<file path="config.mk">
export PLATFORM = sky130hd
export DESIGN_NAME = muxed_frame_notch_filter
export DESIGN_NICKNAME = d
export VERILOG_FILES = /design/src/rtl/core/fnf_pkg.sv /design/src/rtl/core/muxed_frame_notch_filter.sv /design/src/rtl/core/fnf_frame_mem.sv /design/src/rtl/core/fnf_hist_mem.sv /design/src/rtl/core/fnf_mac.sv
export VERILOG_INCLUDE_DIRS = /design/src /design/src/rtl/core
export SDC_FILE = /design/constraint.sdc
export NUM_CORES = 2
export LEC_CHECK = 0
export ABC_AREA = 0
export BUFFER_PORTS_ARGS = -buffer_cell sky130_fd_sc_hd__buf_2
export CORE_MARGIN = 4
export CORE_UTILIZATION = 50
export CTS_BUF_LIST = sky130_fd_sc_hd__clkbuf_2 sky130_fd_sc_hd__clkbuf_4 sky130_fd_sc_hd__clkbuf_8
export CTS_CLUSTER_SIZE = 10
export DETAILED_ROUTE_END_ITERATION = 10
export PLACE_DENSITY = 0.68
export SKIP_LAST_GASP = 1
export SLEW_MARGIN = 20
export SYNTH_ARGS = -nofsm -noshare
export SYNTH_HDL_FRONTEND = slang
export SYNTH_SLANG_ARGS = --single-unit
export TNS_END_PERCENT = 100
</file>
<file path="constraint.sdc">
create_clock -name clk -period 16.75 [get_ports clk]
set_input_delay 4.1875 -clock clk [delete_from_list [all_inputs] [get_ports clk]]
set_output_delay 4.1875 -clock clk [all_outputs]
set_load 0.005 [all_outputs]
</file>
<file path="src/rtl/core/muxed_frame_notch_filter_assert.svh">
// Assertion macros for the muxed frame notch filter.
// Needs a clock named clk and an active-low reset named arst_n in scope.
`ifndef MUXED_FRAME_NOTCH_FILTER_ASSERT_SVH
`define MUXED_FRAME_NOTCH_FILTER_ASSERT_SVH

// Condition must hold at every clock edge out of reset.
`define FNF_ASSERT_ALWAYS(lbl, cond, msg) \
	lbl: assert property (@(posedge clk) disable iff (!arst_n) (cond)) \
		else $error(msg);

// Consequent must hold in the cycle after the antecedent.
`define FNF_ASSERT_NEXT(lbl, ante, cons, msg) \
	lbl: assert property (@(posedge clk) disable iff (!arst_n) (ante) |=> (cons)) \
		else $error(msg);

`endif

</file>
<file path="src/rtl/core/fnf_pkg.sv">
// Shared types and constants of the muxed frame notch filter.
// No dependencies.
package fnf_pkg;

	localparam int DATA_W = 24;
	localparam int Y_W    = 32;
	localparam int ACC_W  = 64;
	localparam int PROD_W = DATA_W + Y_W;

	// Configuration register indexes.
	localparam logic [2:0] REG_B0 = 3'd0;
	localparam logic [2:0] REG_B1 = 3'd1;
	localparam logic [2:0] REG_B2 = 3'd2;
	localparam logic [2:0] REG_A1 = 3'd3;
	localparam logic [2:0] REG_A2 = 3'd4;

	// Low bits of every command's multiplexer code.
	localparam logic [2:0] MUX_LOW = 3'b111;

	// Result kinds.
	localparam logic KIND_CMD  = 1'b0;
	localparam logic KIND_FILT = 1'b1;

	// Per-channel filter history row.
	typedef struct packed {
		logic signed [DATA_W-1:0] x1;
		logic signed [DATA_W-1:0] x2;
		logic signed [Y_W-1:0]    y1;
		logic signed [Y_W-1:0]    y2;
	} hist_row_t;

	// Control group from the sequencer to the multiply-accumulate unit.
	typedef struct packed {
		logic issue;
		logic clear;
	} mac_ctl_t;

endpackage

</file>
<file path="src/rtl/core/muxed_frame_notch_filter.sv">
// Channel   | valid     | stall     | payload
// ----------+-----------+-----------+--------------------------------------------
// input     | in_valid  | in_stall  | first_adc_word, second_adc_word, link_up
// result    | out_valid | out_stall | kind, mux_code, channel, filtered_value, last
// config    | cfg_we    | (none)    | cfg_index, cfg_data
//
// An input transaction loads its multiplexer command at once. At a frame end with the
// link up, each of the 2*SLOTS_PER_CONVERTER channels passes in turn through one memory
// read, five products on the shared multiplier, a drain of the last product, rounding
// toward zero with saturation, and an emit that waits out output stall. Reset clears
// slot, sequencer, output valid and history valid bits and loads the default
// coefficients. Inputs stall while filtering or a result is held.
// Depends on fnf_pkg, fnf_frame_mem, fnf_hist_mem, fnf_mac and the assertion header.
module muxed_frame_notch_filter #(
	parameter int SLOTS_PER_CONVERTER = 7,
	parameter int COEF_FRAC_BITS      = 20
) (
	input  logic        clk,
	input  logic        arst_n,
	input  logic        in_valid,
	output logic        in_stall,
	input  logic [23:0] first_adc_word,
	input  logic [23:0] second_adc_word,
	input  logic        link_up,
	output logic        out_valid,
	input  logic        out_stall,
	output logic        kind,
	output logic [7:0]  mux_code,
	output logic [3:0]  channel,
	output logic [23:0] filtered_value,
	output logic        last,
	input  logic        cfg_we,
	input  logic [2:0]  cfg_index,
	input  logic [23:0] cfg_data
);

	localparam int NUM_CH = 2 * SLOTS_PER_CONVERTER;
	localparam int SLOT_W = (SLOTS_PER_CONVERTER > 1) ? $clog2(SLOTS_PER_CONVERTER) : 1;
	localparam int CH_W   = $clog2(NUM_CH);
	localparam int DW     = fnf_pkg::DATA_W;
	localparam int YW     = fnf_pkg::Y_W;
	localparam int AW     = fnf_pkg::ACC_W;
	localparam logic [SLOT_W-1:0] SLOT_LAST = SLOT_W'(SLOTS_PER_CONVERTER - 1);
	localparam logic [CH_W-1:0]   CH_LAST   = CH_W'(NUM_CH - 1);
	localparam logic signed [AW-1:0] FRAC_MASK = (AW'(1) <<< COEF_FRAC_BITS) - AW'(1);
	localparam logic signed [AW-1:0] Y_MAX = AW'(64'sh7FFF_FFFF);
	localparam logic signed [AW-1:0] Y_MIN = -AW'(64'sh8000_0000);

	typedef enum logic [2:0] {
		S_IDLE, S_RD, S_MAC, S_FIN1, S_FIN2, S_EMIT
	} state_t;

	state_t              state_q;
	logic [SLOT_W-1:0]   slot_q;
	logic [CH_W-1:0]     ch_q;
	logic [SLOT_W-1:0]   ch_slot_q;
	logic                ch_half_q;
	logic [2:0]          step_q;
	logic signed [YW-1:0] y_q;

	logic signed [DW-1:0] b0_q, b1_q, b2_q, a1_q, a2_q;

	logic        out_valid_q;
	logic        kind_q;
	logic [7:0]  mux_q;
	logic [3:0]  channel_q;
	logic [23:0] value_q;
	logic        last_q;

	logic                 in_acc;
	logic                 out_free;
	logic                 out_load;
	logic                 frame_end;
	logic [SLOT_W-1:0]    slot_next;
	logic [2*DW-1:0]      frame_rdata;
	fnf_pkg::hist_row_t   hist_rdata;
	fnf_pkg::hist_row_t   hist_wdata;
	logic                 hist_we;
	fnf_pkg::mac_ctl_t    mac_ctl;
	logic signed [DW-1:0] mac_coef;
	logic signed [YW-1:0] mac_opnd;
	logic signed [AW-1:0] acc;
	logic signed [AW-1:0] quot;
	logic signed [DW-1:0] x_cur;

	// Output register frees up when empty or being taken this cycle.
	assign out_free = !out_valid_q || !out_stall;
	assign in_stall = (state_q != S_IDLE) || !out_free;
	assign in_acc   = in_valid && !in_stall;

	// Load the output register with a command or a filtered value.
	assign out_load = (state_q == S_IDLE && in_acc) || (state_q == S_EMIT && out_free);

	// Slot advance; an out-of-range slot counts as zero.
	always_comb begin
		logic [SLOT_W-1:0] k;
		k = (32'(slot_q) >= SLOTS_PER_CONVERTER) ? '0 : slot_q;
		frame_end = (k == SLOT_LAST);
		slot_next = frame_end ? '0 : k + SLOT_W'(1);
	end

	fnf_frame_mem #(
		.DEPTH(SLOTS_PER_CONVERTER),
		.AW   (SLOT_W),
		.W    (2 * DW)
	) u_frame (
		.clk  (clk),
		.we   (in_acc),
		.waddr((32'(slot_q) >= SLOTS_PER_CONVERTER) ? '0 : slot_q),
		.wdata({second_adc_word, first_adc_word}),
		.re   (state_q == S_RD),
		.raddr(ch_slot_q),
		.rdata(frame_rdata)
	);

	fnf_hist_mem #(
		.DEPTH(NUM_CH),
		.AW   (CH_W)
	) u_hist (
		.clk   (clk),
		.arst_n(arst_n),
		.we    (hist_we),
		.waddr (ch_q),
		.wdata (hist_wdata),
		.re    (state_q == S_RD),
		.raddr (ch_q),
		.rdata (hist_rdata)
	);

	assign x_cur = ch_half_q ? frame_rdata[2*DW-1:DW] : frame_rdata[DW-1:0];

	// Pick one coefficient and operand per product step.
	always_comb begin
		mac_ctl.issue = (state_q == S_MAC);
		mac_ctl.clear = (step_q == 3'd0);
		case (step_q)
			3'd0: begin
				mac_coef = b0_q;
				mac_opnd = YW'(x_cur);
			end
			3'd1: begin
				mac_coef = b1_q;
				mac_opnd = YW'(hist_rdata.x1);
			end
			3'd2: begin
				mac_coef = b2_q;
				mac_opnd = YW'(hist_rdata.x2);
			end
			3'd3: begin
				mac_coef = a1_q;
				mac_opnd = hist_rdata.y1;
			end
			default: begin
				mac_coef = a2_q;
				mac_opnd = hist_rdata.y2;
			end
		endcase
	end

	fnf_mac u_mac (
		.clk    (clk),
		.arst_n (arst_n),
		.ctl    (mac_ctl),
		.coef   (mac_coef),
		.operand(mac_opnd),
		.acc    (acc)
	);

	// Truncate toward zero: floor shift, bump up negatives with dropped bits.
	assign quot = (acc >>> COEF_FRAC_BITS)
		+ $signed(AW'(acc[AW-1] && ((acc & FRAC_MASK) != '0)));

	assign hist_we = (state_q == S_EMIT) && out_free;
	always_comb begin
		hist_wdata.x1 = x_cur;
		hist_wdata.x2 = hist_rdata.x1;
		hist_wdata.y1 = y_q;
		hist_wdata.y2 = hist_rdata.y1;
	end

	// Coefficient registers; ignore writes beyond the list.
	always_ff @(posedge clk or negedge arst_n) begin
		if (!arst_n) begin
			b0_q <= 24'sd1048576;
			b1_q <= -24'sd1992294;
			b2_q <= 24'sd1048576;
			a1_q <= 24'sd1992294;
			a2_q <= -24'sd943718;
		end else if (cfg_we) begin
			unique case (cfg_index)
				fnf_pkg::REG_B0: b0_q <= cfg_data;
				fnf_pkg::REG_B1: b1_q <= cfg_data;
				fnf_pkg::REG_B2: b2_q <= cfg_data;
				fnf_pkg::REG_A1: a1_q <= cfg_data;
				fnf_pkg::REG_A2: a2_q <= cfg_data;
				default: ;
			endcase
		end
	end

	// Sequencer and output valid.
	always_ff @(posedge clk or negedge arst_n) begin
		if (!arst_n) begin
			state_q     <= S_IDLE;
			slot_q      <= '0;
			ch_q        <= '0;
			ch_slot_q   <= '0;
			ch_half_q   <= 1'b0;
			step_q      <= '0;
			out_valid_q <= 1'b0;
		end else begin
			// Hold a stalled result, drop a taken one, raise on a new load.
			out_valid_q <= out_load || (out_valid_q && out_stall);
			unique case (state_q)
				S_IDLE: begin
					if (in_acc) begin
						slot_q      <= slot_next;
						ch_q        <= '0;
						ch_slot_q   <= '0;
						ch_half_q   <= 1'b0;
						if (frame_end && link_up) begin
							state_q <= S_RD;
						end
					end
				end
				S_RD: begin
					step_q  <= '0;
					state_q <= S_MAC;
				end
				S_MAC: begin
					step_q <= step_q + 3'd1;
					if (step_q == 3'd4) begin
						state_q <= S_FIN1;
					end
				end
				S_FIN1: state_q <= S_FIN2;
				S_FIN2: state_q <= S_EMIT;
				S_EMIT: begin
					if (out_free) begin
						if (ch_q == CH_LAST) begin
							state_q <= S_IDLE;
						end else begin
							state_q <= S_RD;
							ch_q    <= ch_q + CH_W'(1);
							if (ch_slot_q == SLOT_LAST) begin
								ch_slot_q <= '0;
								ch_half_q <= 1'b1;
							end else begin
								ch_slot_q <= ch_slot_q + SLOT_W'(1);
							end
						end
					end
				end
				default: state_q <= S_IDLE;
			endcase
		end
	end

	// Result payload and rounded, saturated output.
	always_ff @(posedge clk) begin
		if (state_q == S_FIN2) begin
			if (quot > Y_MAX) begin
				y_q <= YW'(Y_MAX);
			end else if (quot < Y_MIN) begin
				y_q <= YW'(Y_MIN);
			end else begin
				y_q <= YW'(quot);
			end
		end
		if (state_q == S_IDLE && in_acc) begin
			kind_q    <= fnf_pkg::KIND_CMD;
			mux_q     <= {5'(slot_next), fnf_pkg::MUX_LOW};
			channel_q <= '0;
			value_q   <= '0;
			last_q    <= !(frame_end && link_up);
		end else if (state_q == S_EMIT && out_free) begin
			kind_q    <= fnf_pkg::KIND_FILT;
			mux_q     <= '0;
			channel_q <= 4'(ch_q);
			value_q   <= y_q[23:0];
			last_q    <= (ch_q == CH_LAST);
		end
	end

	assign out_valid      = out_valid_q;
	assign kind           = kind_q;
	assign mux_code       = mux_q;
	assign channel        = channel_q;
	assign filtered_value = value_q;
	assign last           = last_q;

`include "muxed_frame_notch_filter_assert.svh"

	// A command that is not last means a frame is being filtered.
	`FNF_ASSERT_ALWAYS(a_cmd_opens_frame, !(out_valid_q && kind_q == fnf_pkg::KIND_CMD && !last_q) || state_q != S_IDLE, "command without last but sequencer idle")
	// Each emitted channel steps the channel counter by one.
	`FNF_ASSERT_NEXT(a_ch_step, hist_we && ch_q != CH_LAST, ch_q == $past(ch_q) + CH_W'(1), "channel counter did not advance")
	// History is written back only while a filtered result is loaded.
	`FNF_ASSERT_NEXT(a_hist_emit, hist_we, out_valid_q && kind_q == fnf_pkg::KIND_FILT, "history written without a filtered result")

endmodule

</file>
<file path="src/rtl/core/fnf_frame_mem.sv">
// Frame sample memory: one row per slot holding both converter words.
// Depends on nothing; synchronous, one write and one read port.
module fnf_frame_mem #(
	parameter int DEPTH = 7,
	parameter int AW    = 3,
	parameter int W     = 48
) (
	input  logic          clk,
	input  logic          we,
	input  logic [AW-1:0] waddr,
	input  logic [W-1:0]  wdata,
	input  logic          re,
	input  logic [AW-1:0] raddr,
	output logic [W-1:0]  rdata
);

	logic [W-1:0] mem [DEPTH];

	always_ff @(posedge clk) begin
		if (we) begin
			mem[waddr] <= wdata;
		end
		if (re) begin
			rdata <= mem[raddr];
		end
	end

endmodule

</file>
<file path="src/rtl/core/fnf_hist_mem.sv">
// Filter history memory, one row per channel, with per-row valid bits.
// Depends on fnf_pkg; a row never written reads as zero.
module fnf_hist_mem #(
	parameter int DEPTH = 14,
	parameter int AW    = 4
) (
	input  logic              clk,
	input  logic              arst_n,
	input  logic              we,
	input  logic [AW-1:0]     waddr,
	input  fnf_pkg::hist_row_t wdata,
	input  logic              re,
	input  logic [AW-1:0]     raddr,
	output fnf_pkg::hist_row_t rdata
);

	fnf_pkg::hist_row_t mem [DEPTH];
	fnf_pkg::hist_row_t raw_q;
	logic [DEPTH-1:0]   vld_q;
	logic               rvld_q;

	always_ff @(posedge clk) begin
		if (we) begin
			mem[waddr] <= wdata;
		end
		if (re) begin
			raw_q <= mem[raddr];
		end
	end

	always_ff @(posedge clk or negedge arst_n) begin
		if (!arst_n) begin
			vld_q  <= '0;
			rvld_q <= 1'b0;
		end else begin
			if (we) begin
				vld_q[waddr] <= 1'b1;
			end
			if (re) begin
				rvld_q <= vld_q[raddr];
			end
		end
	end

	assign rdata = rvld_q ? raw_q : '0;

endmodule

</file>
<file path="src/rtl/core/fnf_mac.sv">
// Shared multiply-accumulate unit: registered product, then accumulate.
// Depends on fnf_pkg.
module fnf_mac (
	input  logic                                clk,
	input  logic                                arst_n,
	input  fnf_pkg::mac_ctl_t                   ctl,
	input  logic signed [fnf_pkg::DATA_W-1:0]   coef,
	input  logic signed [fnf_pkg::Y_W-1:0]      operand,
	output logic signed [fnf_pkg::ACC_W-1:0]    acc
);

	logic signed [fnf_pkg::PROD_W-1:0] prod_s1;
	logic                              issue_s1;
	logic                              clear_s1;
	logic signed [fnf_pkg::ACC_W-1:0]  acc_q;

	always_ff @(posedge clk) begin
		prod_s1 <= coef * operand;
	end

	always_ff @(posedge clk or negedge arst_n) begin
		if (!arst_n) begin
			issue_s1 <= 1'b0;
			clear_s1 <= 1'b0;
		end else begin
			issue_s1 <= ctl.issue;
			clear_s1 <= ctl.clear;
		end
	end

	// Restart the sum on the first product of a channel.
	always_ff @(posedge clk) begin
		if (issue_s1) begin
			acc_q <= (clear_s1 ? '0 : acc_q) + fnf_pkg::ACC_W'(prod_s1);
		end
	end

	assign acc = acc_q;

endmodule
</file>
* Word level (Yosys, flattened, before mapping)
Memory sizes are Yosys's and may differ from the RTL's. A register that Yosys moved wholly into a read port is not among the register bits.
Index checks and enable logic that the tools add are counted.
** Storage, ports and cells
- Register bits after elaboration :: 343
- Bits in writable memories :: 1904
- Input bits :: 81
- Output and inout bits :: 40
- Word-level logic and storage cells :: 136
- Memories :: 2
** Memory list
- u_hist.mem :: words 14, width 112, rd ports 1, clocked after Yosys merged registers in 1, wr ports 1, RTL line fnf_hist_mem.sv:17 : fnf_pkg::hist_row_t mem [DEPTH];
- u_frame.mem :: words 7, width 48, rd ports 1, clocked after Yosys merged registers in 1, wr ports 1, RTL line fnf_frame_mem.sv:17 : logic [W-1:0] mem [DEPTH];
** Operators by class
- Add/sub/neg operators :: 6
- $mul :: 1
- Order comparisons :: 5
- Equality and inequality tests :: 22
- Mux-type cells :: 41
- Bitwise logic cells :: 1
- Reduce and logical (&&, ||, !) cells :: 33
** Operators with widths (number)
- 32-bit case mux with 4 select lines :: 1
- 112-bit two-way mux :: 1
- 24-bit case mux with 4 select lines :: 1
- 64-bit adder :: 1
- 64-bit two-way mux :: 1
- 64-bit nonzero test :: 1
- 24-bit by 32-bit multiplier with 56-bit output :: 1
- 44-bit by 2-bit adder with 45-bit output :: 1
- 45-bit by 32-bit > comparator with 1-bit output (second input constant) :: 1
- 45-bit by 32-bit less-than comparator with 1-bit output (second input constant) :: 1
- 32-bit two-way mux :: 1
- 3-bit two-way mux :: 10
- 24-bit two-way mux :: 1
- 3-bit by 2-bit == test with 1-bit output (second input constant) :: 6
- 3-bit == test (second input constant) :: 6
- 3-bit case mux with 6 select lines :: 1
- 14-bit bitwise OR :: 1
- 1-bit two-way mux :: 13
- 4-bit two-way mux :: 3
- 6-bit two-way mux :: 2
- 3-bit case mux with 2 select lines :: 2
- 2-bit AND reduction :: 6
- 3-bit by 1-bit adder with 3-bit output (second input constant) :: 3
- 3-bit by 1-bit == test with 1-bit output (second input constant) :: 3
- other kinds (19) :: 41

* Logic depth before layout (Yosys ltp)
- Depth after elaboration :: 9
- Depth in mapped cells :: 38
- Gate-level depth less buffers :: 33

* Hierarchy
A second synthesis with hierarchy kept.
** Second synthesis, totals
- Cells, all modules :: 8188
- Area, all modules :: 123269.5 µm²
** Modules (own cells, without submodules)
- fnf_hist_mem :: instances 1, cells an instance 2792, area an instance 63850.0 µm², sequential area each 50823.7 µm²
- fnf_mac :: instances 1, cells an instance 3655, area an instance 34045.2 µm², sequential area each 3093.0 µm²
- fnf_frame_mem :: instances 1, cells an instance 727, area an instance 14571.5 µm², sequential area each 11531.1 µm²
- muxed_frame_notch_filter :: instances 1, cells an instance 1014, area an instance 10802.9 µm², sequential area each 5183.7 µm²

* Worst setup path before layout
Ideal clock, no wire load.
- Path kind :: reg2reg
- From :: register state_q[0]
- To :: register u_hist.rvld_q
- Library setup time :: 125 ps
- Arrival :: 13813 ps
- Setup slack :: 2812 ps
- Stages on the path, launching flop included :: 4
- Cell sequence :: dfrtp_1 > clkbuf_1 > nor3b_1 > mux2_2
** Between the ends
- Cells in the longest elaborated chain, start to end :: 1
** Ends and longest elaborated chain
- from (decl) :: RTL line muxed_frame_notch_filter.sv:53 : state_t state_q;
- from (signal assigned) :: RTL line muxed_frame_notch_filter.sv:204 : state_q <= S_IDLE;
- from (signal assigned) :: RTL line muxed_frame_notch_filter.sv:222 : state_q <= S_RD;
- from (signal assigned) :: RTL line muxed_frame_notch_filter.sv:228 : state_q <= S_MAC;
- 3-bit by 1-bit == test with 1-bit output :: RTL line muxed_frame_notch_filter.sv:125 : .re (state_q == S_RD),
- to (signal assigned) :: RTL line fnf_hist_mem.sv:40 : rvld_q <= vld_q[raddr];
- to (decl) :: RTL line fnf_hist_mem.sv:20 : logic rvld_q;
No other way between the ends.
A chain may end at the register's enable or synchronous reset.

* Worst setup path after layout
- From :: register step_q[0]
- To :: register u_mac.prod_s1[48] (netlist name)
** Between the ends
- Cells in the longest elaborated chain, start to end :: 3
- Elaborated cells on any way between the ends :: 7
- Those cells by class :: mul: 1; eq/ne: 3; mux: 2; reduce/logical: 1
** Ends and longest elaborated chain
- from (decl) :: RTL line muxed_frame_notch_filter.sv:58 : logic [2:0] step_q;
- from (signal assigned) :: RTL line muxed_frame_notch_filter.sv:231 : step_q <= step_q + 3'd1;
- 3-bit by 2-bit == test with 1-bit output (tied with other cells) :: RTL line muxed_frame_notch_filter.sv:136 : case (step_q)
- 24-bit case mux with 4 select lines / 32-bit case mux with 4 select lines (equally long branches) :: RTL line muxed_frame_notch_filter.sv:136
- 24-bit by 32-bit multiplier with 56-bit output * :: RTL line fnf_mac.sv:18 : prod_s1 <= coef * operand;
- to (signal assigned) :: RTL line fnf_mac.sv:18
- to (decl) :: RTL line fnf_mac.sv:12 : logic signed [fnf_pkg::PROD_W-1:0] prod_s1;
Every way passes the cells marked *; elsewhere a longest branch is shown, timed or not.

==> results.md <==
- Run status: finished clean
- Die X: 502 um
- Synth Flop Type: edfxtp_1
- RSZ-0062 raised after global routing: false
- Peak fanout along the critical path: 26
- Root Driver: clkbuf_8
- Die Y: 502 um
- First-pass GRT wire length: 465000 um
- Commonest non-fill, non-tap cell in the layout: edfxtp_1
- Crit path largest cell delay: 0.81 ns
- Bufs on Longest Clock Path: 4
- Post-synthesis sequential area ratio: 0.578
- Fin crit period: 10.46 ns
- Slew headroom: 0.206
- Clk slew on worst S/H paths: 0.06 ns
- Most frequent cells in the layout: edfxtp_1 (2164), inv_1 (868), fa_1 (784)
- Remaining Overflow, GRT: 0
- Hold-fix buffers, CTS: 0
- Hold path startpoint: filtered_value[6]
- Mapped Area: 0.122 mm2
- Pin count of the biggest net entering global routing: 148
- Leading area contributor after synthesis: edfxtp_1
- HPWL Detailed: 193000 um
- Storage cell area: 0.0707 mm2
- Post-synth EDFFs: 2164
- Port Buffers: 118
- DRT iter0 DRCs: 6803
- FMAX: 0.0956 GHz
- DRC: 0
- Fin nets: 9286
- Slew @ Worst Pin: 1.18 ns
- Setup TNS: 0 ns
- Avg Synthesized Cell Area: 15.4 um2
- Total die area: 0.252 mm2
- Vias per inst: 5.87
- Final Hold Fails: 0
- Drt pass-1 iters: 6
- Hold path depth: 2
- CTS Buf Count: 395
- CTS tree: done
- Worst Path Arrival: 11.34 ns
- Min-Delay Endpoint: filtered_value[6]
- Worst EP required: 17.62 ns
- Routability Congestion: 0.942
- Max stage delay cell, worst path: nand2_1
- Register-to-register setup slack: 6.29 ns
- Initial Util: 0.502
- R2r endpoint: u_mac.prod_s1[48]
- Total wire length: 308000 um
- Row count: 181
- # Post-CTS Setup Buffers: 0
- Yosys reg bits: 2405
- # IOs: 121
- Worst Hold Class: reg -> reg
- Share of layout cells above drive strength 1: 0.216
- Final ANT Viol Nets: 0
- Area taken by multi-input logic gates: 0.0470 mm2
- Critical Path End Type: register
- Finish-stage setup viols: 0
- Final Cycle Share: 0.625
- Htree depth: 5
- Fin. max-slew vios: 0
- Post-CTS Resized: 0
- CP most frequent cell: fa_1
- Vias post-DR: 68700
- Layout area overhead: 9.87%
- Crit path kind: reg -> reg
- Reg2reg start: step_q[0]
- CORE AREA: 0.243 mm2
- Initial antenna violation count: 32
- Fill cells: 19200
- Tot GR Track Use: 0.248
- R2r worst-path depth: 32
- Vias in the first global route: 72700
- Synth area leaders: edfxtp_1 (53%), fa_1 (13%), mux4_2 (9.2%), mux2_2 (3.0%), inv_1 (2.7%)
- Setup crit start kind: register
- Later-pin clock latency in the skew report: 1.12 ns
- Syn Inst Count: 7959
- YS warnings: 0
- Async SR Flop Fraction: 0.0644
- Max cap viols: 0
- Worst Skew: 0.160 ns
- Clock sink total: 2405
- Synth unique cells: 85
- Top-area cell type share of the netlist area: 0.532
- Detailed-route wire length per cell: 26.3 um
worst max-delay path by stage:
stage               slack, ns                 to  startpoint
global placement         6.48  u_mac.prod_s1[55]   step_q[0]
detailed placement       6.33  u_mac.prod_s1[53]   step_q[0]
finish                   6.29  u_mac.prod_s1[48]   step_q[0]
global route             5.89  u_mac.prod_s1[55]   step_q[0]
CTS                      6.31  u_mac.prod_s1[55]   step_q[0]
floorplan                2.81      u_hist.rvld_q  state_q[0]
state kept, by name, indices dropped and copies added, names as in the netlist, 14 cells and up:
register / count
y_q: 32
u_hist.mem: 1568
b1_q: 24
b2_q: 24
u_frame.rdata: 48
u_hist.vld_q: 14
u_mac.prod_s1: 56
b0_q: 24
a2_q: 24
a1_q: 24
u_frame.mem: 336
filtered_value: 24
u_hist.raw_q: 112
u_mac.acc: 64
cell type report:
cell class	instances	share of cell area
Inverter	868	0.0243
Tap cell	3202	0.0298
Clock buffer	556	0.0507
Clock inverter	124	0.00636
Multi-Input combinational cell	4286	0.350
Antenna cell	21	0.000391
Timing Repair Buffer	241	0.0118
Sequential cell	2405	0.526
per-stage QoR:
step / worst slack, ns / cells / area [um2] / util / hold WS [ns]
after floorplan: 2.81 / 7960 / 122000 / - / 0.434
after global placement: 6.48 / 11000 / 127000 / 0.520 / 0.442
after detailed placement: 6.33 / 11000 / 127000 / 0.520 / 0.448
after CTS: 6.31 / 11700 / 134000 / 0.552 / 0.458
after global routing: 5.89 / 11700 / 134000 / 0.552 / 0.478
final: 6.29 / 11700 / 134000 / 0.552 / 0.456
per-layer routing:
metal	share of wire	vias to the layer above	GRT usage
met2	0.47	2994	0.396
met1	0.40	36100	0.337
met5	0.00035	-	0
li1	-	29000	-
met4	0.041	16	0.0941
met3	0.084	651	0.0527
cell usage after synthesis, drive strengths merged, types with 6 or more instances:
cell type  number
and3           20
mux4          499
nor2          421
dfrtp         116
o211ai          7
inv           868
or2            19
o21bai         23
a22oi          80
dfstp          39
nand2b         38
nor3           21
nand4          55
nor2b          80
a22o           13
nand3          47
ha            224
and4           27
o21ai         156
buf            71
a41oi           6
mux2          328
o31ai          10
mux2i          69
clkbuf        330
and2           92
o21a           24
nor4           10
nand2         744
a31oi          11
edfxtp       2164
xnor2         102
xor2           54
a21o           74
dfxtp          86
a21oi         160
a211oi         19
fa            784
critical path: cells and delay by family (launching register included):
| kind | cells | cell delay, ns |
|---|---|---|
| AOI/OAI and AO/OA | 8 | 2.42 |
| xor gates and xnor gates | 1 | 0.13 |
| adders and majority gates | 9 | 3.84 |
| buffers and inverters | 8 | 0.96 |
| DFF | 1 | 0.41 |
| and+or+nand+nor | 6 | 2.58 |
kinds of logic (layout without fill, tap and decap cells):
logic type                 Yosys count  after routing  share of synthesized area
DFF                               2405           2405                      0.578
and+or+nand+nor                   1591           1591                     0.0579
AOI/OAI and AO/OA                  632            632                     0.0341
muxes                              896            896                      0.128
adders and majority gates         1009           1009                      0.151
xor gates and xnor gates           156            156                     0.0112
other                                1             23                  0.0000307
buffers and inverters             1269           1789                     0.0394
Power is left out: the tool's default activity adds up to more than one toggle a clock period on the data nets, which glitch-free logic cannot reach.
